[src/hdl/ltb_queue.sv]
module ltb_queue #(
    parameter int WIDTH = 8,
    parameter int DEPTH = 2
) (
    input  logic             i_clk,
    input  logic             i_rst_n,
    input  logic             i_push_valid,
    output logic             o_push_ready,
    input  logic [WIDTH-1:0] i_push_data,
    output logic             o_pop_valid,
    input  logic             i_pop_ready,
    output logic [WIDTH-1:0] o_pop_data
);

    localparam int PTR_W = (DEPTH > 1) ? $clog2(DEPTH) : 1;
    localparam int CNT_W = $clog2(DEPTH + 1);

    logic [WIDTH-1:0] r_mem [DEPTH];
    logic [PTR_W-1:0] r_wr_ptr;
    logic [PTR_W-1:0] r_rd_ptr;
    logic [CNT_W-1:0] r_count;
    logic             w_push;
    logic             w_pop;

    assign o_push_ready = (r_count != CNT_W'(DEPTH));
    assign o_pop_valid  = (r_count != '0);
    assign o_pop_data   = r_mem[r_rd_ptr];
    assign w_push       = i_push_valid && o_push_ready;
    assign w_pop        = o_pop_valid && i_pop_ready;

    // Entry storage.
    always_ff @(posedge i_clk) begin
        if (w_push) begin
            r_mem[r_wr_ptr] <= i_push_data;
        end
    end

    // Pointers and fill count.
    always_ff @(posedge i_clk) begin
        if (!i_rst_n) begin
            r_wr_ptr <= '0;
            r_rd_ptr <= '0;
            r_count  <= '0;
        end else begin
            if (w_push) begin
                r_wr_ptr <= (r_wr_ptr == PTR_W'(DEPTH - 1)) ? '0 : r_wr_ptr + 1'b1;
            end
            if (w_pop) begin
                r_rd_ptr <= (r_rd_ptr == PTR_W'(DEPTH - 1)) ? '0 : r_rd_ptr + 1'b1;
            end
            if (w_push && !w_pop) begin
                r_count <= r_count + 1'b1;
            end else if (w_pop && !w_push) begin
                r_count <= r_count - 1'b1;
            end
        end
    end

endmodule

[config.mk]
export PLATFORM = sky130hd
export DESIGN_NAME = ltb_queue
export DESIGN_NICKNAME = d
export VERILOG_FILES = /design/src/hdl/ltb_queue.sv
export SDC_FILE = /design/constraint.sdc
export NUM_CORES = 1
export LEC_CHECK = 0
export CAP_MARGIN = 10
export CORE_UTILIZATION = 40
export CTS_BUF_LIST = sky130_fd_sc_hd__clkbuf_8
export CTS_CLUSTER_DIAMETER = 50
export DETAILED_ROUTE_END_ITERATION = 7
export DONT_BUFFER_PORTS = 1
export PLACE_DENSITY_LB_ADDON = 0.15
export REMOVE_ABC_BUFFERS = 1
export SKIP_CTS_REPAIR_TIMING = 1
export SYNTH_ARGS = -nofsm -noshare
export SYNTH_HDL_FRONTEND = slang
export SYNTH_SLANG_ARGS = --single-unit
[constraint.sdc]
create_clock -name i_clk -period 3.6 [get_ports i_clk]
set_clock_uncertainty 0.15 [all_clocks]
set_input_delay 0.54 -clock i_clk [delete_from_list [all_inputs] [get_ports i_clk]]
set_output_delay 0.54 -clock i_clk [all_outputs]
set_load 0.02 [all_outputs]
# Word-level counts from Yosys, hierarchy flattened
# Memory sizes are Yosys's and may differ from the RTL's. A register that Yosys moved wholly into a read port is not among the register bits.
# Index checks and enable logic that the tools add are counted.
dict set report totals {
  ff_bits 4
  latch_bits 0
  mem_bits_rw 16
  rom_bits 0
  input_bits 12
  out_inout_bits 10
  elab_cells 25
  mem_count 1
}
dict set report classes {
  addsub 4
  multipliers 0
  n_div 0
  order_cmp 0
  n_eq_ne 1
  shift 0
  muxes 8
  bitwise 0
  n_reduce_logical 8
}
# name depth width rd rd_clocked_by_memory_dff wr line_no
set memory_table {}
lappend memory_table {r_mem 2 8 1 1 1 18} ;# logic [WIDTH-1:0] r_mem [DEPTH];
# op count
set op_table {}
lappend op_table {{$mux 1} 6}
lappend op_table {{$logic_and 1x1->1} 4}
lappend op_table {{$mux 2} 2}
lappend op_table {{$reduce_bool 2->1} 2}
lappend op_table {{$add 1x1->1 const B} 2}
lappend op_table {{$add 2x1->2 const B} 1}
lappend op_table {{$logic_not 1->1} 2}
lappend op_table {{$ne 2x2->1 const B} 1}
lappend op_table {{$sub 2x1->2 const B} 1}

# Logic depth before layout (Yosys ltp)
dict set report logic_depth {
  ltp_word 6
  mapped_depth 6
  mapped_depth_nobuf 6
}

# Worst setup path after synthesis
# OpenSTA, ideal clock, no wires.
dict set report synth_timing {
  path_kind {input -> register}
  startpoint {input port i_pop_ready}
  endpoint {register r_count[1]}
  setup_time_ns 0.070
  t_arrival_ns 1.469
  required_ns 3.380
  setup_slack_ns 1.911
  stages 4
  path_buffers 0
  cell_sequence {o21ai_0 ha_1 or3_1 a21oi_1}
}
dict set report synth_via {
  elab_chain_len 4
  elab_cells_between_ends 6
  classes_between {1 x mux; 5 x reduce/logical}
}
# element line_no
set synth_rtl {}
lappend synth_rtl {{start: declaration} 11} ;# input logic i_pop_ready,
lappend synth_rtl {{$logic_and 1x1->1 (*)} 29} ;# assign w_pop = o_pop_valid && i_pop_ready;
lappend synth_rtl {{$logic_not 1->1} 51} ;# if (w_push && !w_pop) begin
lappend synth_rtl {{$logic_and 1x1->1} 51}
lappend synth_rtl {{$mux 2 or $reduce_bool 2->1 (tied branches)} -}
lappend synth_rtl {{end signal: assignment} 52} ;# r_count <= r_count + 1'b1;
lappend synth_rtl {{end signal: assignment} 54} ;# r_count <= r_count - 1'b1;
lappend synth_rtl {{end: declaration} 21} ;# logic [CNT_W-1:0] r_count;
# Every way passes the cells marked *; elsewhere a longest branch is shown, timed or not.
# A chain may end at the register's enable or synchronous reset.

==> run metrics <==
outcome complete, no violations; cells after synthesis 50; cell family with most CP delay flip-flops; first-pass GRT wire length 1650 microns; Pins Over Slew Limit 0; TritonRoute pass-1 iters 4; vias in the first global route 395; worst-path maximum fanout 8; CP Launch Type register; Die ar. 2210 sq um; synthesized area per cell 16.2 sq um; Die W 47.0 microns; Hold WC Path Type primary input to register; Peak VDD IR 0.000431 V; routability cong. 0.693; cts bufs inserted 3; Root Buffer clkbuf_8; detailed placer's ending HPWL 889 microns; largest net degree at the start of global routing 12; Buf/Inv on CP 0; design area 881 sq um; slowest cell delay on critical path 530 ps; # setup viols final 0; post-synthesis register bit count 21; leakage 0.317 nW; Vias 383; number of port buffers 0; # clock sinks 21; crit share post-route 0.533; warnings from Yosys 0; All-Layer GR Usage 0.117; clk_lat worst skew 250 ps; final design utilization 0.489; Final #Nets 67; Power Total 674 uW; Crit. End Element primary output; CP Class register to primary output; Placed Area 836 sq um; H-tree levels 1; wire per inst 15.2 microns; setup_tns 0 ps; share of the synthesized area in the top cell type 0.594; Initial Util 0.449; data arrival time of the worst path 1230 ps; Final Critical Period 1920 ps; Area Overhead vs Synth 8.81%; drt via density 4.91; setup repair after global routing missed its margin false; Clock Path Buffers 2; filler cell count 169; synth unique cells 17; footprint of the multi-input gates 216 sq um; DRC viols 0; Syn Std Cell Area 810 sq um; global route overflow 0; initial antenna violation count 0; crit-path cells mux2_2; share of cells above drive strength 1 0.264; Tightest Pin Transition 378 ps; Synth area leader edfxtp_1; CTS tree done; die height 47.0 microns; Peak Freq 0.521 GHz; final hold violation count 0; Register Area 581 sq um; clock-pin transition on the worst setup and hold timing paths 70 ps; Initial DRC Count 9; Core ar. 1800 sq um; WP data required 2910 ps; Worst slew margin 0.746; num ports 22; Antenna Violating Nets Remaining 0; Area contributors post-synth edfxtp_1, dfxtp_1, mux2_2; critical path's slowest cell dfxtp_1; max cap viols 0; P per Cell Area 765 nW/um^2; sequential cell area fraction in the yosys report 0.717; n_diodes 0; Core Rows 15; WL final 1190 microns
## worst paths after layout
path                           start                      end  slack, ps  cells after the start
max                         register            o_pop_data[5]       1680                      1
min                   i_push_data[7]    r_mem[1][7]$_DFFE_PP_        230                      0
max reg2reg  r_count[0]$_SDFFE_PN0P_  r_count[1]$_SDFFE_PN0P_       1780                      5
min reg2reg    r_rd_ptr$_SDFFE_PN0P_                 register        370                      2
## metal layers
layer	up-vias	global-route usage	part of all wire
met2	14	0.244	0.59
met3	0	0.0346	0.051
met4	0	0.0514	0
met5	-	0	0
met1	182	0.0950	0.35
li1	187	-	-
## per-stage QoR
| step | setup slack, ps | instances | hold slack (ps) |
|---|---|---|---|
| final | 1680 | 78 | 233 |
| after global routing | 1590 | 78 | 216 |
| after CTS | 1650 | 78 | 227 |
| after detailed placement | 1800 | 74 | 349 |
| after global placement | 1910 | 74 | 336 |
| after floorplan | 1910 | 49 | 322 |
## cells in the final DEF (no fill, tap or decap)
master,instances
nand3b_1,1
and2_1,1
mux2_2,8
edfxtp_1,16
o21ai_0,2
nand2b_4,1
inv_1,3
a21bo_2,1
clkbuf_8,3
or2_2,1
xor2_1,3
dfxtp_1,5
a21oi_1,2
nor2_1,3
ha_1,1
or3_1,1
and3_1,1
## where the power goes
part / switching, mW / internal [mW] / leakage, nW
logic: 0.118 / 0.0746 / 0.0996
clock network: 0.0642 / 0.0756 / 0.0269
registers: 0.0339 / 0.308 / 0.191
total: 0.216 / 0.458 / 0.317
## registers in the layout (all words and copies together), names as in the netlist, named ones only
signal,flops
r_mem,16
r_wr_ptr,1
r_rd_ptr,1
r_count,2
## cell usage after synthesis, drive strengths merged
cell,number
nand3b,1
and3,1
xor2,3
dfxtp,5
buf,1
ha,1
a21bo,1
or2,1
or3,1
o21ai,2
a21oi,2
nand2b,1
nor2,3
and2,1
mux2,8
edfxtp,16
inv,2
## final cells by class
class,count,area share
Clock buffer,3,0.0469
Multi-Input combinational cell,26,0.246
Clock inverter,1,0.00426
Sequential cell,21,0.659
Tap cell,25,0.0355
Inverter,2,0.00852
## kinds of logic (layout without fill, tap and decap cells)
logic type,count (synthesis),count (layout),synth area share
flip-flops,21,21,0.717
AO/OA/AOI/OAI,5,5,0.0371
AND/OR/NAND/NOR,9,9,0.0711
multiplexers,8,8,0.111
XOR/XNOR,3,3,0.0325
adder cells (fa/ha/maj),1,1,0.0155
buffers and inverters,3,6,0.0155
Note: power is estimated with default switching activity, not from simulation.
