<file path="src/hdl/ltb_pkg.sv">
package ltb_pkg;

    // Field widths fixed by the data format.
    localparam int VAL_W     = 18;
    localparam int ROW_W     = 6;
    localparam int DIMS_W    = 2;
    localparam int DEG_W     = 3;
    localparam int RECIP_W   = 16;
    localparam int CFG_IDX_W = 1;
    localparam int CFG_DAT_W = 3;

    // Saturation limits of an 18-bit signed value.
    localparam int VAL_MAX = 131071;
    localparam int VAL_MIN = -131072;

    // Configuration register indexes.
    typedef enum logic [CFG_IDX_W-1:0] {
        REG_DIMS   = 1'b0,
        REG_DEGREE = 1'b1
    } t_reg_idx;

    // The dims code that selects three coordinates.
    localparam logic [DIMS_W-1:0] DIMS_3D = 2'd3;

    // Unsigned Q0.16 reciprocals of the recurrence divisor k+1.
    function automatic logic [RECIP_W-1:0] recip_of(input logic [2:0] r);
        logic [RECIP_W-1:0] v;
        case (r)
            3'd2: v = 16'd32768;
            3'd3: v = 16'd21845;
            3'd4: v = 16'd16384;
            3'd5: v = 16'd13107;
            default: v = '0;
        endcase
        return v;
    endfunction

    // Clamp a wide signed value into the 18-bit range.
    function automatic logic signed [VAL_W-1:0] sat_val(input logic signed [63:0] v);
        logic signed [VAL_W-1:0] r;
        if (v > 64'(VAL_MAX)) begin
            r = VAL_W'(VAL_MAX);
        end else if (v < 64'(VAL_MIN)) begin
            r = VAL_W'(VAL_MIN);
        end else begin
            r = VAL_W'(v);
        end
        return r;
    endfunction

endpackage

</file>
<file path="src/hdl/ltb_if.sv">


// Result channel: one transaction carries one basis value.
interface ltb_res_if import ltb_pkg::*; ();
    logic                    valid;
    logic                    ready;
    logic signed [VAL_W-1:0] basis_value;
    logic [ROW_W-1:0]        basis_index;
    logic                    last;

    modport source (output valid, output basis_value, output basis_index, output last,
                    input ready);
    modport sink   (input valid, input basis_value, input basis_index, input last,
                    output ready);
endinterface


</file>
<file path="src/hdl/ltb_back.sv">
module ltb_back import ltb_pkg::*; #(
    parameter int MAX_DEGREE = 5,
    parameter int FRAC_BITS  = 16,
    parameter int IDX_W      = 3,
    parameter int ENTRY_W    = 8
) (
    input  logic               i_clk,
    input  logic               i_rst_n,
    input  logic               i_q_valid,
    output logic               o_q_ready,
    input  logic [ENTRY_W-1:0] i_q_data,
    ltb_res_if.source          o_res
);

    localparam int ND  = MAX_DEGREE + 1;
    localparam int M_W = 2 * VAL_W;
    localparam logic signed [63:0] HALF_1 = 64'sd1 <<< (FRAC_BITS - 1);
    localparam logic signed [63:0] HALF_2 = 64'sd1 <<< (2 * FRAC_BITS - 1);

    // Working entry and index generator.
    logic                    r_act;
    logic signed [VAL_W-1:0] r_p [3][ND];
    logic [IDX_W-1:0]        r_d;
    logic                    r_three;
    logic [IDX_W-1:0]        r_n;
    logic [IDX_W-1:0]        r_i;
    logic [IDX_W-1:0]        r_j;
    logic [ROW_W-1:0]        r_row;

    // Product pipeline.
    logic                        r_v1, r_v2, r_v3;
    logic signed [VAL_W-1:0]     r_a1, r_b1, r_c1;
    logic signed [M_W-1:0]       r_ab2;
    logic signed [VAL_W-1:0]     r_c2;
    logic signed [M_W:0]         r_lo3;
    logic signed [M_W-1:0]       r_hi3;
    logic signed [M_W-1:0]       r_ab3;
    logic [ROW_W-1:0]            r_row1, r_row2, r_row3;
    logic                        r_last1, r_last2, r_last3;
    logic                        r_three1, r_three2, r_three3;

    // Output register.
    logic                        r_ov;
    logic signed [VAL_W-1:0]     r_value;
    logic [ROW_W-1:0]            r_index;
    logic                        r_last;

    logic                        w_adv;
    logic                        w_emit;
    logic                        w_last;
    logic                        w_load;
    logic [IDX_W-1:0]            w_y;
    logic [IDX_W-1:0]            w_z;
    logic [IDX_W-1:0]            w_rest;
    logic signed [63:0]          w_sum;
    logic signed [63:0]          w_rnd;

    assign w_adv  = !r_ov || o_res.ready;
    assign w_emit = r_act && w_adv;
    assign w_rest = r_n - r_i;
    assign w_last = (r_i == r_n) && (r_n == r_d) && (!r_three || (r_j == '0));
    assign w_load = i_q_valid && (!r_act || (w_emit && w_last));
    assign o_q_ready = w_load;

    // Axis indexes of the current basis function.
    always_comb begin
        if (r_three) begin
            w_y = r_j;
            w_z = w_rest - r_j;
        end else begin
            w_y = w_rest;
            w_z = '0;
        end
    end

    // Generator: total degree outer, then x index, then y index.
    always_ff @(posedge i_clk) begin
        if (!i_rst_n) begin
            r_act <= 1'b0;
        end else if (w_load) begin
            r_act <= 1'b1;
        end else if (w_emit && w_last) begin
            r_act <= 1'b0;
        end
    end

    always_ff @(posedge i_clk) begin
        if (w_load) begin
            for (int a = 0; a < 3; a++) begin
                for (int e = 0; e < ND; e++) begin
                    r_p[a][e] <= i_q_data[(a * ND + e) * VAL_W +: VAL_W];
                end
            end
            r_d     <= i_q_data[3 * ND * VAL_W +: IDX_W];
            r_three <= i_q_data[ENTRY_W-1];
            r_n     <= '0;
            r_i     <= '0;
            r_j     <= '0;
            r_row   <= '0;
        end else if (w_emit) begin
            r_row <= r_row + 1'b1;
            if (r_three && (r_j != w_rest)) begin
                r_j <= r_j + 1'b1;
            end else if (r_i != r_n) begin
                r_i <= r_i + 1'b1;
                r_j <= '0;
            end else begin
                r_n <= r_n + 1'b1;
                r_i <= '0;
                r_j <= '0;
            end
        end
    end

    // Pipeline valid bits.
    always_ff @(posedge i_clk) begin
        if (!i_rst_n) begin
            r_v1 <= 1'b0;
            r_v2 <= 1'b0;
            r_v3 <= 1'b0;
            r_ov <= 1'b0;
        end else if (w_adv) begin
            r_v1 <= r_act;
            r_v2 <= r_v1;
            r_v3 <= r_v2;
            r_ov <= r_v3;
        end
    end

    // Final rounding: one shift of the exact product, then saturation.
    always_comb begin
        w_sum = (64'(r_hi3) <<< VAL_W) + 64'(r_lo3);
        if (r_three3) begin
            w_rnd = (w_sum + HALF_2) >>> (2 * FRAC_BITS);
        end else begin
            w_rnd = (64'(r_ab3) + HALF_1) >>> FRAC_BITS;
        end
    end

    // Operand fetch, x*y product, split product with z, output stage.
    always_ff @(posedge i_clk) begin
        if (w_adv) begin
            r_a1     <= r_p[0][r_i];
            r_b1     <= r_p[1][w_y];
            r_c1     <= r_p[2][w_z];
            r_row1   <= r_row;
            r_last1  <= w_last;
            r_three1 <= r_three;

            r_ab2    <= r_a1 * r_b1;
            r_c2     <= r_c1;
            r_row2   <= r_row1;
            r_last2  <= r_last1;
            r_three2 <= r_three1;

            r_lo3    <= $signed({1'b0, r_ab2[VAL_W-1:0]}) * r_c2;
            r_hi3    <= $signed(r_ab2[M_W-1:VAL_W]) * r_c2;
            r_ab3    <= r_ab2;
            r_row3   <= r_row2;
            r_last3  <= r_last2;
            r_three3 <= r_three2;

            r_value  <= sat_val(w_rnd);
            r_index  <= r_row3;
            r_last   <= r_last3;
        end
    end

    assign o_res.valid       = r_ov;
    assign o_res.basis_value = r_value;
    assign o_res.basis_index = r_index;
    assign o_res.last        = r_last;

endmodule

</file>
<file path="src/flat_wrapper.sv">
// flat-port wrapper written by rule: the top's interface ports become plain ports
module ltb_back_flat import ltb_pkg::*;
#(
    parameter int MAX_DEGREE = 5,
    parameter int FRAC_BITS  = 16,
    parameter int IDX_W      = 3,
    parameter int ENTRY_W    = 8
)
  (i_clk, i_rst_n, i_q_valid, o_q_ready, i_q_data, o_res_valid, o_res_basis_value, o_res_basis_index, o_res_last, o_res_ready);
  ltb_res_if o_res_i ();
  input  logic i_clk;
  input  logic i_rst_n;
  input  logic i_q_valid;
  output logic o_q_ready;
  input  logic [ENTRY_W-1:0] i_q_data;
  output wire logic [$bits(o_res_i.valid)-1:0] o_res_valid;
  output wire logic [$bits(o_res_i.basis_value)-1:0] o_res_basis_value;
  output wire logic [$bits(o_res_i.basis_index)-1:0] o_res_basis_index;
  output wire logic [$bits(o_res_i.last)-1:0] o_res_last;
  input wire logic [$bits(o_res_i.ready)-1:0] o_res_ready;
  assign o_res_valid = o_res_i.valid;
  assign o_res_basis_value = o_res_i.basis_value;
  assign o_res_basis_index = o_res_i.basis_index;
  assign o_res_last = o_res_i.last;
  assign o_res_i.ready = o_res_ready;
  ltb_back #(.MAX_DEGREE(MAX_DEGREE), .FRAC_BITS(FRAC_BITS), .IDX_W(IDX_W), .ENTRY_W(ENTRY_W)) u_core (.i_clk(i_clk), .i_rst_n(i_rst_n), .i_q_valid(i_q_valid), .o_q_ready(o_q_ready), .i_q_data(i_q_data), .o_res(o_res_i));
endmodule
</file>
<file path="config.mk">
export PLATFORM = sky130hd
export DESIGN_NAME = ltb_back_flat
export DESIGN_NICKNAME = d
export VERILOG_FILES = /design/src/hdl/ltb_pkg.sv /design/src/hdl/ltb_if.sv /design/src/hdl/ltb_back.sv /design/src/flat_wrapper.sv
export SDC_FILE = /design/constraint.sdc
export NUM_CORES = 1
export LEC_CHECK = 0
export BUFFER_PORTS_ARGS = -buffer_cell sky130_fd_sc_hd__buf_2
export CAP_MARGIN = 25
export CELL_PAD_IN_SITES_DETAIL_PLACEMENT = 2
export CELL_PAD_IN_SITES_GLOBAL_PLACEMENT = 2
export CORE_ASPECT_RATIO = 1.1
export CORE_MARGIN = 2
export CORE_UTILIZATION = 30
export CTS_CLUSTER_SIZE = 30
export DETAILED_ROUTE_END_ITERATION = 7
export GPL_TIMING_DRIVEN = 0
export PLACE_DENSITY_LB_ADDON = 0.1
export SETUP_SLACK_MARGIN = 0.2
export SYNTH_ARGS = -nofsm -noshare
export SYNTH_HDL_FRONTEND = slang
export SYNTH_SLANG_ARGS = --single-unit
</file>
<file path="constraint.sdc">
create_clock -name i_clk -period 4.45 [get_ports i_clk]
set_input_delay 0.89 -clock i_clk [delete_from_list [all_inputs] [get_ports i_clk]]
set_output_delay 0.89 -clock i_clk [all_outputs]
set_load 0.05 [all_outputs]
</file>
* Word level (Yosys, flattened, before mapping)
Memories as Yosys holds them, arrays and structs flattened.
Index checks and enable logic that the tools add are counted.
** Word-level totals
- Register bits after elaboration :: 287
- RAM bits :: 24
- Input bits :: 12
- Output and inout port bits :: 27
- Memories kept :: 1
** Cells by class
- Add/sub/neg operators :: 9
- Multiply operators :: 3
- Magnitude comparators :: 5
- Eq/ne operators :: 4
- Mux-type cells :: 19
- Bitwise operators :: 5
- Reductions and logical operators :: 16
** Memories
- u_core.r_p :: depth 3, bits a word 8, rd ports 3, clocked after memory_dff 0, write ports 3, line ltb_back.sv:22 : logic signed [VAL_W-1:0] r_p [3][ND];
** Operator list (number)
- $bmux 18 s3 :: 3
- $mux 18 :: 7
- $mul 18x18->36 :: 2
- $add 64x33->64 const B :: 1
- $gt 64x18->1 const B :: 1
- $lt 64x18->1 const B :: 1
- $mux 64 :: 1
- $add 54x37->55 :: 1
- $add 36x17->37 const B :: 1
- $mul 19x18->37 :: 1
- $ge 4x4->1 const B :: 3
- $mux 3 :: 4
- $not 3->4 :: 3
- $add 3x1->3 const B :: 3
- $add 6x1->6 const B :: 1
- $logic_and 1x1->1 :: 6
- $ne 3x3->1 :: 2
- $sub 3x3->3 :: 2
- $mux 1 :: 4
- $eq 3x3->1 :: 1
- $eq 3x3->1 const B :: 1
- $logic_not 1->1 :: 3
- $logic_not 3->1 :: 1
- $logic_or 1x1->1 :: 3
- 4 further kinds :: 5

* Logic depth before layout (Yosys ltp)
- Depth in word-level cells :: 8
- Gate-level depth with buffers :: 9

* Worst setup path after synthesis
Ideal clock, no wire load.
- Path type :: input to output
- Start point :: input o_res_ready
- End point :: output o_q_ready
- Arrival :: 2648 ps
- Data required time :: 3560 ps
- Path slack :: 912 ps
- Stages :: 5
- Cell sequence :: nor2b_2 > clkinv_1 > a31oi_1 > inv_1 > buf_2
** Between the ends
- Word-level cells in the longest chain between the ends :: 5
** RTL lines
- from (decl) :: line flat_wrapper.sv:20 : input wire logic [$bits(o_res_i.ready)-1:0] o_res_ready;
- $logic_or 1x1->1 :: line ltb_back.sv:58 : assign w_adv = !r_ov || o_res.ready;
- $logic_and 1x1->1 :: line ltb_back.sv:59 : assign w_emit = r_act && w_adv;
- $logic_and 1x1->1 :: line ltb_back.sv:62 : assign w_load = i_q_valid && (!r_act || (w_emit && w_last));
- $logic_or 1x1->1 :: line ltb_back.sv:62
- $logic_and 1x1->1 :: line ltb_back.sv:62
- to (decl) :: line flat_wrapper.sv:14 : output logic o_q_ready;
Every way passes these cells.

* Worst setup path after layout
Same ends and word-level chain as after synthesis.

==> metrics.md <==
| Metric | Value |
|---|---|
| Cell Rows | `31` |
| CTS root buffer | `clkbuf_8` |
| Util after Layout | `0.367` |
| Antenna Cells | `0` |
| FILL cells | `724` |
| Synth warn | `0` |
| GRT overflow | `0` |
| Tot GR Track Use | `0.107` |
| P_sw | `306 uW` |
| Primary FF master, synth | `edfxtp_1` |
| Req. time, crit path | `3.56 ns` |
| Layout cells sized above 1 | `0.239` |
| Pwr Density | `434 mW/mm^2` |
| Clock net sink count | `49` |
| Reg2reg end | `u_core.r_i[2]` |
| # port buffers | `13` |
| Logic pwr share | `0.189` |
| Area after DPL | `0.00231 mm^2` |
| DR vias | `1222` |
| Fin. Hold Viols | `0` |
| Startpoint types | `primary input` |
| Synth area leader | `edfxtp_1` |
| Pin count of the biggest net entering global routing | `28` |
| Worst vdd ir | `196 uV` |
| Ys async rst share | `0` |
| Status | `complete, no violations` |
| Initial DRT Pass Iterations | `3` |
| #FFs+latches synth | `49` |
| Number of remaining DRC errors | `0` |
| WP data arrival | `2.69 ns` |
| Clock Tree Buf Depth | `2` |
| # Post-CTS Setup Buffers | `0` |
| WS Path Type | `primary input to output pin` |
| DP HPWL | `2780 um` |
| Synth top cells by count | `29 x edfxtp_1, 20 x dfxtp_1, 18 x buf_4` |
| Count of unique library cells instantiated by Yosys | `41` |
| Setup_tns | `0 ns` |
| GP Congestion | `0.714` |
| Most common cell in the synthesized netlist | `edfxtp_1` |
| CTS buffer count | `5` |
| R2R depth | `9` |
| Worst Path Max Fanout | `11` |
| Fmax achieved | `0.279 GHz` |
| Final min period | `3.58 ns` |
| Post-synth top area share | `0.425` |
| Tcrit/Tclk final | `0.805` |
| Max-cap viol count | `0` |
| Synth Instances | `162` |
| Clock latency on the worst-skew pair | `0.29 ns` |
| Synthesized area | `0.00205 mm^2` |
| FF-to-FF setup slack | `2.09 ns` |
| Sequential share of power | `0.509` |
| Int Pwr | `746 uW` |
| # resized after CTS | `0` |
| Final nets | `220` |
| DIE AREA | `0.00751 mm^2` |
| Skew final | `0.00344 ns` |
| Iteration-0 DRC Markers | `35` |
| Leakage power total | `0.00104 uW` |
| Via density | `4.32` |
| I/O pins | `39` |
| Hold worst-path end | `u_core.r_row3[4]` |
| Post-synthesis sequential area ratio | `0.620` |
| Number of flops mapped to enable cells by yosys | `29` |
| Slew Viols, Final | `0` |
| Switching Fraction | `0.291` |
| DRT Wirelength | `3750 um` |
| CP endpoint kind | `output pin` |
| CTS tree | `yes` |
| Clock share of power | `0.302` |
| Hold Buf Count CTS | `0` |
| CTS H-Tree Depth | `2` |
| WL/cell | `13.3 um` |
| Vias in the first global route | `1345` |
| Worst-margin pin slew | `0.510 ns` |
| Routed Antenna Nets | `0` |
| Synth top area cells | `edfxtp_1 42%, dfxtp_1 20%, buf_4 6.6%` |
| Initial Util | `0.311` |
| Syn Area/Cell | `12.7 um^2` |
| Worst min path class | `flop to flop` |
| Die X | `82.8 um` |
| First-pass GRT wire length | `6550 um` |
| Worst-path clk slew | `0.09 ns` |
| Chip Height | `90.7 um` |
| Hold path cells | `0` |
| RSZ-0062 raised after global routing | `no` |
| Min-delay src | `u_core.r_row2[4]` |
| Initial antenna violation count | `0` |
| Setup-failing EPs final | `0` |
| Slew Limit Headroom | `0.660` |
| Crit Reg-Reg Startpoint | `u_core.r_n[0]` |
| Area of the core | `0.00659 mm^2` |
| P&R area growth vs syn | `18.1%` |
| Fin area | `0.00242 mm^2` |
## routing by layer
metal  GRT usage  routed length, um  vias to the layer above
met5           0                  0                        -
met4      0.0328                 26                        0
met3      0.0265                144                        2
met2       0.192               1950                       30
met1       0.125               1630                      596
li1            -                  -                      594
## power by group through the flow
stage          clock (uW)  combinational [uW]  sequential [uW]
6_report              318                 198              535
3_5_place_dp            0                 199              546
2_1_floorplan           0                 135              567
4_1_cts               335                 199              536
5_1_grt               349                 217              540
3_3_place_gp            0                 192              542
## cell families (layout without fill, tap and decap cells)
logic type | after synthesis | in the layout | share of synthesized area
mux | 3 | 3 | 0.0146
flops | 49 | 49 | 0.620
compound gates | 18 | 18 | 0.0677
fa+ha+maj | 8 | 8 | 0.0525
other cells | 1 | 18 | 0.00183
xor+xnor | 11 | 11 | 0.0506
buf+inv | 29 | 51 | 0.0872
simple gates | 43 | 43 | 0.106
## worst max path at each step
stage	start	end	cells past startpoint
2_1_floorplan	o_res_ready	o_q_ready	5
3_3_place_gp	o_res_ready	o_q_ready	7
3_5_place_dp	o_res_ready	o_q_ready	7
4_1_cts	o_res_ready	o_q_ready	7
5_1_grt	o_res_ready	o_q_ready	7
6_report	o_res_ready	o_q_ready	7
## sequential cells by signal, indices dropped and copies added (netlist names), 3 cells and up
signal / count
u_core.r_row1: 6
u_core.r_row2: 6
u_core.r_i: 3
u_core.r_j: 3
u_core.r_row3: 6
u_core.r_n: 3
u_core.o_res.basis_index: 6
u_core.r_row: 6
## final cells by class
cell class | instances | area [um^2] | area share
Sequential cell | 49 | 1270 | 0.525
Multi-Input combinational cell | 101 | 664 | 0.274
Buffer | 21 | 149 | 0.0615
Tap cell | 82 | 103 | 0.0424
Timing Repair Buffer | 14 | 92.6 | 0.0382
Clock buffer | 5 | 68.8 | 0.0284
Clock inverter | 3 | 43.8 | 0.0181
Inverter | 8 | 30.0 | 0.0124
## layout by cell type, fill, tap and decap left out, types with 4 or more instances in the layout
cell type   n
dfxtp_1    20
xor2_1      6
xnor2_1     4
a21oi_1     5
edfxtp_1   29
clkbuf_8    5
nand2_1    15
inv_1       7
nor2_1      9
ha_1        7
buf_2      14
nor2b_1     4
conb_1     18
buf_4      18
## per-stage QoR
stage          instances  power [uW]  hold WS (ns)  setup slack, ns
2_1_floorplan        179         702         0.400            0.912
3_3_place_gp         274         734         0.401            0.133
3_5_place_dp         275         744         0.405            0.831
4_1_cts              283        1070         0.428            0.830
5_1_grt              283        1110         0.437            0.667
6_report             283        1050         0.425            0.868
## worst max-delay path, stage by stage
cell and delay, ns:
buf_2 0.10, nor2b_2 0.23, clkinv_1 0.36, a31oi_1 0.44
inv_1 0.19, buf_2 0.24, buf_2 0.24
Note: power is estimated with default switching activity, not from simulation.
