**src/hdl/ltb_pkg.sv**
```systemverilog
package ltb_pkg;

    // Field widths fixed by the data format.
    localparam int VAL_W     = 18;
    localparam int ROW_W     = 6;
    localparam int DIMS_W    = 2;
    localparam int DEG_W     = 3;
    localparam int RECIP_W   = 16;
    localparam int CFG_IDX_W = 1;
    localparam int CFG_DAT_W = 3;

    // Saturation limits of an 18-bit signed value.
    localparam int VAL_MAX = 131071;
    localparam int VAL_MIN = -131072;

    // Configuration register indexes.
    typedef enum logic [CFG_IDX_W-1:0] {
        REG_DIMS   = 1'b0,
        REG_DEGREE = 1'b1
    } t_reg_idx;

    // The dims code that selects three coordinates.
    localparam logic [DIMS_W-1:0] DIMS_3D = 2'd3;

    // Unsigned Q0.16 reciprocals of the recurrence divisor k+1.
    function automatic logic [RECIP_W-1:0] recip_of(input logic [2:0] r);
        logic [RECIP_W-1:0] v;
        case (r)
            3'd2: v = 16'd32768;
            3'd3: v = 16'd21845;
            3'd4: v = 16'd16384;
            3'd5: v = 16'd13107;
            default: v = '0;
        endcase
        return v;
    endfunction

    // Clamp a wide signed value into the 18-bit range.
    function automatic logic signed [VAL_W-1:0] sat_val(input logic signed [63:0] v);
        logic signed [VAL_W-1:0] r;
        if (v > 64'(VAL_MAX)) begin
            r = VAL_W'(VAL_MAX);
        end else if (v < 64'(VAL_MIN)) begin
            r = VAL_W'(VAL_MIN);
        end else begin
            r = VAL_W'(v);
        end
        return r;
    endfunction

endpackage

```
**src/hdl/ltb_if.sv**
```systemverilog
// Point channel: one transaction carries one input point.
interface ltb_pt_if import ltb_pkg::*; ();
    logic                    valid;
    logic                    ready;
    logic signed [VAL_W-1:0] x_coord;
    logic signed [VAL_W-1:0] y_coord;
    logic signed [VAL_W-1:0] z_coord;

    modport source (output valid, output x_coord, output y_coord, output z_coord,
                    input ready);
    modport sink   (input valid, input x_coord, input y_coord, input z_coord,
                    output ready);
endinterface


```
**src/hdl/ltb_front.sv**
```systemverilog
module ltb_front import ltb_pkg::*; #(
    parameter int MAX_DEGREE = 5,
    parameter int FRAC_BITS  = 16,
    parameter int IDX_W      = 3,
    parameter int ENTRY_W    = 8
) (
    input  logic               i_clk,
    input  logic               i_rst_n,
    ltb_pt_if.sink             i_pt,
    input  logic [IDX_W-1:0]   i_degree,
    input  logic               i_three,
    output logic               o_push_valid,
    input  logic               i_push_ready,
    output logic [ENTRY_W-1:0] o_push_data
);

    localparam int ND    = MAX_DEGREE + 1;
    localparam int M_W   = 2 * VAL_W;
    localparam int P_W   = M_W + 4;
    localparam int NUM_W = (((P_W - FRAC_BITS) > (VAL_W + 4)) ?
                            (P_W - FRAC_BITS) : (VAL_W + 4)) + 1;
    localparam int Q_W   = NUM_W + RECIP_W + 1;
    localparam int ONE_I = (FRAC_BITS >= VAL_W - 1) ? VAL_MAX : (1 << FRAC_BITS);
    localparam logic signed [VAL_W-1:0] ONE_VAL = VAL_W'(ONE_I);
    localparam logic signed [P_W-1:0]   HALF_F  = P_W'(1) <<< (FRAC_BITS - 1);
    localparam logic signed [Q_W-1:0]   HALF_R  = Q_W'(1) <<< (RECIP_W - 1);

    typedef enum logic [4:0] {
        F_IDLE = 5'b00001,
        F_MUL  = 5'b00010,
        F_ACC  = 5'b00100,
        F_DIV  = 5'b01000,
        F_PUSH = 5'b10000
    } t_fstate;

    t_fstate                 r_state;
    t_fstate                 n_state;
    logic                    r_pend_valid;
    logic signed [VAL_W-1:0] r_pend_t [3];
    logic signed [VAL_W-1:0] r_t [3];
    logic signed [VAL_W-1:0] r_p [3][ND];
    logic signed [M_W-1:0]   r_m [3];
    logic signed [NUM_W-1:0] r_num [3];
    logic [IDX_W-1:0]        r_k;
    logic [IDX_W-1:0]        r_d;
    logic                    r_three;

    logic [IDX_W:0]          w_k_next;
    logic signed [P_W-1:0]   w_scaled [3];
    logic signed [P_W-1:0]   w_round [3];
    logic signed [NUM_W-1:0] w_kp [3];
    logic signed [Q_W-1:0]   w_q [3];
    logic signed [Q_W-1:0]   w_div [3];
    logic                    w_take;

    // The pending register takes a point while the previous one is still in work.
    assign i_pt.ready = !r_pend_valid;
    assign w_take     = i_pt.valid && !r_pend_valid;
    assign w_k_next   = {1'b0, r_k} + {{IDX_W{1'b0}}, 1'b1};

    always_ff @(posedge i_clk) begin
        if (!i_rst_n) begin
            r_pend_valid <= 1'b0;
        end else if (w_take) begin
            r_pend_valid <= 1'b1;
        end else if (r_state == F_IDLE) begin
            r_pend_valid <= 1'b0;
        end
    end

    always_ff @(posedge i_clk) begin
        if (w_take) begin
            r_pend_t[0] <= i_pt.x_coord;
            r_pend_t[1] <= i_pt.y_coord;
            r_pend_t[2] <= i_pt.z_coord;
        end
    end

    // Recurrence arithmetic, one lane per axis.
    always_comb begin
        for (int a = 0; a < 3; a++) begin
            w_scaled[a] = P_W'(r_m[a]) * $signed({1'b0, r_k, 1'b1});
            w_round[a]  = (w_scaled[a] + HALF_F) >>> FRAC_BITS;
            w_kp[a]     = NUM_W'(r_p[a][r_k - IDX_W'(1)]) * $signed({1'b0, r_k});
            w_q[a]      = Q_W'(r_num[a]) * $signed({1'b0, recip_of(3'(w_k_next))});
            w_div[a]    = (w_q[a] + HALF_R) >>> RECIP_W;
        end
    end

    // Sequencer: load, then (multiply, accumulate, divide) per degree step, then push.
    always_comb begin
        n_state = r_state;
        case (r_state)
            F_IDLE: begin
                if (r_pend_valid) begin
                    n_state = ({1'b0, i_degree} >= (IDX_W + 1)'(2)) ? F_MUL : F_PUSH;
                end
            end
            F_MUL: n_state = F_ACC;
            F_ACC: n_state = F_DIV;
            F_DIV: begin
                n_state = (w_k_next < {1'b0, r_d}) ? F_MUL : F_PUSH;
            end
            F_PUSH: begin
                if (i_push_ready) begin
                    n_state = F_IDLE;
                end
            end
            default: n_state = F_IDLE;
        endcase
    end

    always_ff @(posedge i_clk) begin
        if (!i_rst_n) begin
            r_state <= F_IDLE;
        end else begin
            r_state <= n_state;
        end
    end

    // Lane datapath registers.
    always_ff @(posedge i_clk) begin
        case (r_state)
            F_IDLE: begin
                if (r_pend_valid) begin
                    r_k     <= IDX_W'(1);
                    r_d     <= i_degree;
                    r_three <= i_three;
                    for (int a = 0; a < 3; a++) begin
                        r_t[a]    <= r_pend_t[a];
                        r_p[a][0] <= ONE_VAL;
                        r_p[a][1] <= r_pend_t[a];
                    end
                end
            end
            F_MUL: begin
                for (int a = 0; a < 3; a++) begin
                    r_m[a] <= r_t[a] * r_p[a][r_k];
                end
            end
            F_ACC: begin
                for (int a = 0; a < 3; a++) begin
                    r_num[a] <= NUM_W'(w_round[a]) - w_kp[a];
                end
            end
            F_DIV: begin
                for (int a = 0; a < 3; a++) begin
                    r_p[a][w_k_next[IDX_W-1:0]] <= sat_val(64'(w_div[a]));
                end
                r_k <= w_k_next[IDX_W-1:0];
            end
            default: begin
            end
        endcase
    end

    // Pack the three value rows and the item's configuration for the queue.
    assign o_push_valid = (r_state == F_PUSH);

    always_comb begin
        o_push_data = '0;
        for (int a = 0; a < 3; a++) begin
            for (int e = 0; e < ND; e++) begin
                o_push_data[(a * ND + e) * VAL_W +: VAL_W] = r_p[a][e];
            end
        end
        o_push_data[3 * ND * VAL_W +: IDX_W] = r_d;
        o_push_data[ENTRY_W-1]              = r_three;
    end

endmodule

```
**src/flat_wrapper.sv**
```systemverilog
// flat-port wrapper written by rule: the top's interface ports become plain ports
module ltb_front_flat import ltb_pkg::*;
#(
    parameter int MAX_DEGREE = 5,
    parameter int FRAC_BITS  = 16,
    parameter int IDX_W      = 3,
    parameter int ENTRY_W    = 8
)
  (i_clk, i_rst_n, i_degree, i_three, o_push_valid, i_push_ready, o_push_data, i_pt_valid, i_pt_x_coord, i_pt_y_coord, i_pt_z_coord, i_pt_ready);
  ltb_pt_if i_pt_i ();
  input  logic i_clk;
  input  logic i_rst_n;
  input  logic [IDX_W-1:0] i_degree;
  input  logic i_three;
  output logic o_push_valid;
  input  logic i_push_ready;
  output logic [ENTRY_W-1:0] o_push_data;
  input wire logic [$bits(i_pt_i.valid)-1:0] i_pt_valid;
  input wire logic [$bits(i_pt_i.x_coord)-1:0] i_pt_x_coord;
  input wire logic [$bits(i_pt_i.y_coord)-1:0] i_pt_y_coord;
  input wire logic [$bits(i_pt_i.z_coord)-1:0] i_pt_z_coord;
  output wire logic [$bits(i_pt_i.ready)-1:0] i_pt_ready;
  assign i_pt_i.valid = i_pt_valid;
  assign i_pt_i.x_coord = i_pt_x_coord;
  assign i_pt_i.y_coord = i_pt_y_coord;
  assign i_pt_i.z_coord = i_pt_z_coord;
  assign i_pt_ready = i_pt_i.ready;
  ltb_front #(.MAX_DEGREE(MAX_DEGREE), .FRAC_BITS(FRAC_BITS), .IDX_W(IDX_W), .ENTRY_W(ENTRY_W)) u_core (.i_clk(i_clk), .i_rst_n(i_rst_n), .i_pt(i_pt_i), .i_degree(i_degree), .i_three(i_three), .o_push_valid(o_push_valid), .i_push_ready(i_push_ready), .o_push_data(o_push_data));
endmodule
```
**config.mk**
```make
export PLATFORM = sky130hd
export DESIGN_NAME = ltb_front_flat
export DESIGN_NICKNAME = d
export VERILOG_FILES = /design/src/hdl/ltb_pkg.sv /design/src/hdl/ltb_if.sv /design/src/hdl/ltb_front.sv /design/src/flat_wrapper.sv
export SDC_FILE = /design/constraint.sdc
export NUM_CORES = 2
export LEC_CHECK = 0
export ABC_AREA = 1
export ABC_CLOCK_PERIOD_IN_PS = 10410
export BUFFER_PORTS_ARGS = -buffer_cell sky130_fd_sc_hd__buf_2
export CAP_MARGIN = 25
export CORE_ASPECT_RATIO = 1.5
export CORE_MARGIN = 3
export CORE_UTILIZATION = 34
export DETAILED_ROUTE_END_ITERATION = 10
export PLACE_DENSITY = 0.51
export SYNTH_ARGS = -nofsm -noshare
export SYNTH_HDL_FRONTEND = slang
export SYNTH_SLANG_ARGS = --single-unit
```
**constraint.sdc**
```tcl
create_clock -name i_clk -period 10.41 [get_ports i_clk]
set_input_delay 1.041 -clock i_clk [delete_from_list [all_inputs] [get_ports i_clk]]
set_output_delay 1.041 -clock i_clk [all_outputs]
set_load 0.03 [all_outputs]
```
### After elaboration in Yosys (flattened, before gate mapping)

Memory sizes are Yosys's and may differ from the RTL's.
Index checks and enable logic that the tools add are counted.

* bits in registers: 13
* bits in writable memories: 615
* output and inout port bits: 10
* memories kept: 5

Memory list
* u_core.r_p: depth 3, width 108, read ports 3, clocked after Yosys merged registers in 0, write ports 3, line ltb_front.sv:41 `logic signed [VAL_W-1:0] r_p [3][ND];`
* u_core.r_m: depth 3, width 36, read ports 3, clocked after Yosys merged registers in 0, write ports 3, line ltb_front.sv:42 `logic signed [M_W-1:0] r_m [3];`
* u_core.r_num: depth 3, width 25, read ports 3, clocked after Yosys merged registers in 0, write ports 3, line ltb_front.sv:43 `logic signed [NUM_W-1:0] r_num [3];`
* u_core.r_pend_t: depth 3, width 18, read ports 3, clocked after Yosys merged registers in 0, write ports 3, line ltb_front.sv:39 `logic signed [VAL_W-1:0] r_pend_t [3];`
* u_core.r_t: depth 3, width 18, read ports 3, clocked after Yosys merged registers in 0, write ports 3, line ltb_front.sv:40 `logic signed [VAL_W-1:0] r_t [3];`

* add/sub/neg operators: 11
* multipliers: 12
* magnitude comparators: 12
* equal/unequal tests: 11
* multiplexer cells: 158
* bitwise gates (word level): 111
* reductions and logical operators: 8

Operators with widths (count)
* $mux 18: 22
* $bmux 18 s3: 6
* $add 42x17->42 const B: 3
* $mul 25x17->42: 3
* $add 40x17->40 const B: 3
* $mul 36x5->40: 3
* $mux 1: 120
* $mul 18x18->36: 3
* $mux 108: 1
* $or 1x1->1: 108
* $gt 26x18->1 const B: 3
* $lt 26x18->1 const B: 3
* $sub 24x22->25: 3
* $mul 18x4->22: 3
* $pmux 16 s4: 1
* $demux 18 s3: 1
* $pmux 5 s5: 1
* $mux 5: 4
* $ge 4x4->1 const B: 3
* $not 3->4: 3
* $eq 3x2->1 const B: 2
* $eq 3x3->1 const B: 2
* $pmux 3 s2: 1
* $reduce_and 2->1: 3
* 15 further kinds: 18

### Depth between registers and ports, before layout

* word-level depth: 10
* mapped depth: 44
* depth with buffers taken out: 40

### Least setup slack after synthesis

No wires, ideal clock.

* kind: flip-flop to flip-flop
* start: register u_core.r_k[0]
* end: memory u_core.r_num[0][22] (netlist name), data pin
* setup time: 262 ps
* arrival time: 7712 ps
* path slack: 2436 ps
* cell stages (with the launch flop): 36
* path buffers: 6
* clock period less this slack: 7974 ps
* cell sequence: edfxtp_1 -> buf_2 -> clkbuf_1 -> clkbuf_1 -> clkbuf_1 -> clkbuf_1 -> clkbuf_1 -> nand2_1 -> inv_1 -> fa_1 -> fa_1 -> fa_1 -> ha_1 -> a21oi_1 -> o21ai_0 -> a21oi_1 -> nand2_1 -> a21oi_1 -> o31ai_1 -> nand2_1 -> o211ai_1 -> xor2_1 -> fa_1 -> inv_1 -> ha_1 -> inv_1 -> fa_1 -> ha_1 -> nand4_1 -> nor4_1 -> nor2_1 -> o21ai_0 -> nand2_1 -> o21ai_0 -> a21oi_1 -> xor2_1

RTL lines
* start, declared: line ltb_front.sv:44 `logic [IDX_W-1:0] r_k;`
* start signal, assigned: line ltb_front.sv:150 `r_k <= w_k_next[IDX_W-1:0];`
* end, declared: line ltb_front.sv:43

==> summary.txt <==
Floorplan
  • Initial Util: 0.345
  • Row count: 157
  • Core area: approximately 0.12 mm²
  • Die Y: about 440 µm
  • Die outline area: about 0.13 mm²
  • Top Ports: 72
  • Die width: ~290 µm

Layout
  • FILL cells: between 10,000 and 15,000
  • Non-filler cells, final: between 6,000 and 7,000
  • Layout area overhead: 6.58%
  • Final nets: approximately 6,300
  • Share of cells above drive strength 1: 0.0298

Timing
  • Max Freq: ~0.11 GHz
  • Minimum clock period: a little under 9 ns
  • Final worst-path cycle share: 0.860
  • Measured slew at the worst slew-check pin: ~0.96 ns
  • Clock Skews: 0.0304 ns
  • Slew Limit Fails: 0
  • Hold_ws: between 0.4 and 0.5 ns
  • RSZ-0062 raised after global routing: false
  • Setup TNS Final: 0 ns
  • Final Hold Fails: 0
  • Final Setup Violations: 0
  • Slew headroom: 0.359

Clock tree
  • Post_cts resized: 0
  • CTS Buffer Depth: 3
  • Worst-Skew Late Latency: around 0.6 ns
  • TritonCTS clock tree: built
  • Inserted Clock Buffers: 24
  • Clock slew at reported path FFs: about 0.070 ns
  • CTS Hold Bufs: 0
  • Clock sink count: around 220
  • CTS root buf: clkbuf_16
  • Post-CTS setup buffer count: 0
  • H-tree Lvls: 1

Worst setup path
  • Worst reg-to-reg path cell count: 27
  • Worst Path Required: between 10 and 15 ns
  • Critical Path Source Type: flip-flop
  • Reg2reg end: u_core.r_m[0][33]
  • R2r startpoint: u_core.r_k[0]
  • CP max-delay cell: edfxtp_1
  • Worst Path Max Fanout: 84
  • Setup crit end kind: flip-flop
  • Critical Path AT: about 9.4 ns
  • Worst setup path start: u_core.r_k[0]
  • FF-to-FF setup slack: between 1 and 1.5 ns
  • CP peak stage delay: slightly above 0.9 ns
  • Crit path kind: flip-flop to flip-flop

Logic synthesis
  • Prevailing post-synth register cell: edfxtp_1
  • Flop and latch count out of synthesis: 218
  • Top cells by area, synth: fa_1 36%, edfxtp_1 15%, inv_1 13%
  • Yosys warns: 0
  • Synth Net Count: about 6,300
  • Average cell area after synthesis: around 8.4 µm²
  • Sequential element share of the synthesized area: 0.153
  • Synthesized instance count: a little over 5,000
  • Netlist Area Pre-Place: between 0.04 and 0.05 mm²
  • Commonest cells post-synth: 1,470 x inv_1, 845 x nand2_1, 751 x fa_1
  • Post-synth EDFFs: 212
  • Post-synthesis async set-or-reset flop share: 0
  • Area leader, netlist: fa_1
  • Area share of the largest cell type after synthesis: 0.355
  • Yosys cell types: 48
  • Most common cell in the netlist: inv_1

Worst hold path
  • Min-delay src: u_core.r_pend_t[0][4]
  • Hold path endpoint: u_core.r_t[0][4]
  • Hold Path Cell Cnt: 0
  • Hold crit path type: flip-flop to flip-flop

GRT
  • Grt met1 use: 0.204
  • Overall Global Routing Usage: 0.202
  • GRT Residual Overflow: 0
  • First-pass GRT wire length: 197,000 µm
  • Maximum number of pins on one net before global-route repair: 85
  • Vias in the first global route: around 34,000
  • Initial antenna violation count: 1
  • Grt peak-use layer: met2
  • M2 GR Usage: 0.400
  • GR Layer Usage met3: 0.0125

Routing
  • Final WL: ~130,000 µm
  • Avg Vias per Cell: around 4.8
  • ANT nets after route: 0
  • Routed vias: around 32,000
  • Avg WL per Cell: between 15 and 20 µm
  • Drt initial violations: between 1,000 and 1,500
  • DRC Markers: 0
  • DRT Pass-1 Iters: 5

Placement
  • IO Port Bufs: 35
  • Placed wire-length estimate: 109,000 µm
  • RD Place Congestion: about 0.94
  • DP Cell Count: approximately 6,600

Flow run
  • Max cap viols: 0

Status
  • Outcome: complete, no violations
## worst max-delay path by stage
stage | endpoint | slack (ns)
after floorplan | u_core.r_num[0][22] | 2.44
after global placement | u_core.r_p[0][75] | 1.31
after detailed placement | u_core.r_m[0][33] | 1.47
after CTS | u_core.r_m[0][33] | 1.42
after global routing | u_core.r_m[0][33] | 0.60
final | u_core.r_m[0][33] | 1.46
## per-stage QoR
step	setup slack, ns	instance area (µm²)	utilization
final	1.46	45100	0.367
after floorplan	2.44	42300	-
after global placement	1.31	44300	0.360
after CTS	1.42	45100	0.367
after detailed placement	1.47	44300	0.361
after global routing	0.602	45100	0.367
## layer usage
layer,part of all wire,wire length (µm)
met5,0,0
met2,0.56,70400
met4,0.072,9120
met1,0.35,43600
met3,0.023,2870
## cells by family after synthesis
| family | count (synthesis) | synth area share |
|---|---|---|
| AO/OA/AOI/OAI | 514 | 0.0659 |
| XOR/XNOR | 116 | 0.0244 |
| adder cells (fa/ha/maj) | 1174 | 0.480 |
| buffers and inverters | 1595 | 0.143 |
| flip-flops | 218 | 0.153 |
| AND/OR/NAND/NOR | 1425 | 0.133 |
## state kept, by name, indices dropped and copies added (netlist names)
signal,flops
u_core.r_d,3
u_core.r_k,3
u_core.r_m,36
u_core.r_num,25
u_core.r_p,108
u_core.r_pend_t,18
u_core.r_pend_valid,1
u_core.r_state,5
u_core.r_t,18
u_core.r_three,1
## cell usage in the layout (no fill, tap or decap), types with 7 or more instances in the layout
| cell | netlist | layout |
|---|---|---|
| a21o_1 | 7 | 7 |
| nor4_1 | 10 | 9 |
| o21ai_0 | 197 | 197 |
| edfxtp_1 | 212 | 212 |
| buf_4 | 9 | 34 |
| clkinv_1 | 2 | 8 |
| a21oi_1 | 225 | 225 |
| o21a_1 | 8 | 8 |
| a31oi_1 | 14 | 14 |
| nand4_1 | 20 | 20 |
| clkbuf_16 | 0 | 24 |
| o211ai_1 | 24 | 24 |
| xor2_1 | 68 | 68 |
| nand2_2 | 17 | 17 |
| nand3_1 | 59 | 59 |
| ha_1 | 423 | 423 |
| nand2_1 | 845 | 845 |
| fa_1 | 751 | 751 |
| o21bai_1 | 9 | 9 |
| nor2_1 | 433 | 431 |
| buf_2 | 2 | 35 |
| inv_1 | 1470 | 1470 |
| nor3_1 | 26 | 24 |
| xnor2_1 | 46 | 46 |
## cell type report
type | instances | area (µm²) | share of cell area
antenna | 1 | 2.50 | 0.0000555
tap | 1590 | 1990 | 0.0441
sequential | 218 | 6490 | 0.144
multi-input combinational | 3229 | 29800 | 0.661
clock inverter | 18 | 159 | 0.00352
clock buffer | 25 | 604 | 0.0134
inverter | 1477 | 5540 | 0.123
timing repair buffer | 73 | 503 | 0.0112
## critical path: cells and delay by family (launching register included)
kind                     cells  cell delay, ns
XOR/XNOR                     1            0.19
AO/OA/AOI/OAI                4            0.51
buffers and inverters        6            1.56
flip-flops                   1            0.93
AND/OR/NAND/NOR              9            1.62
adder cells (fa/ha/maj)      7            3.92
Power is not shown: default switching activity piles up to over one toggle a cycle in this logic, so the estimate is an artifact.
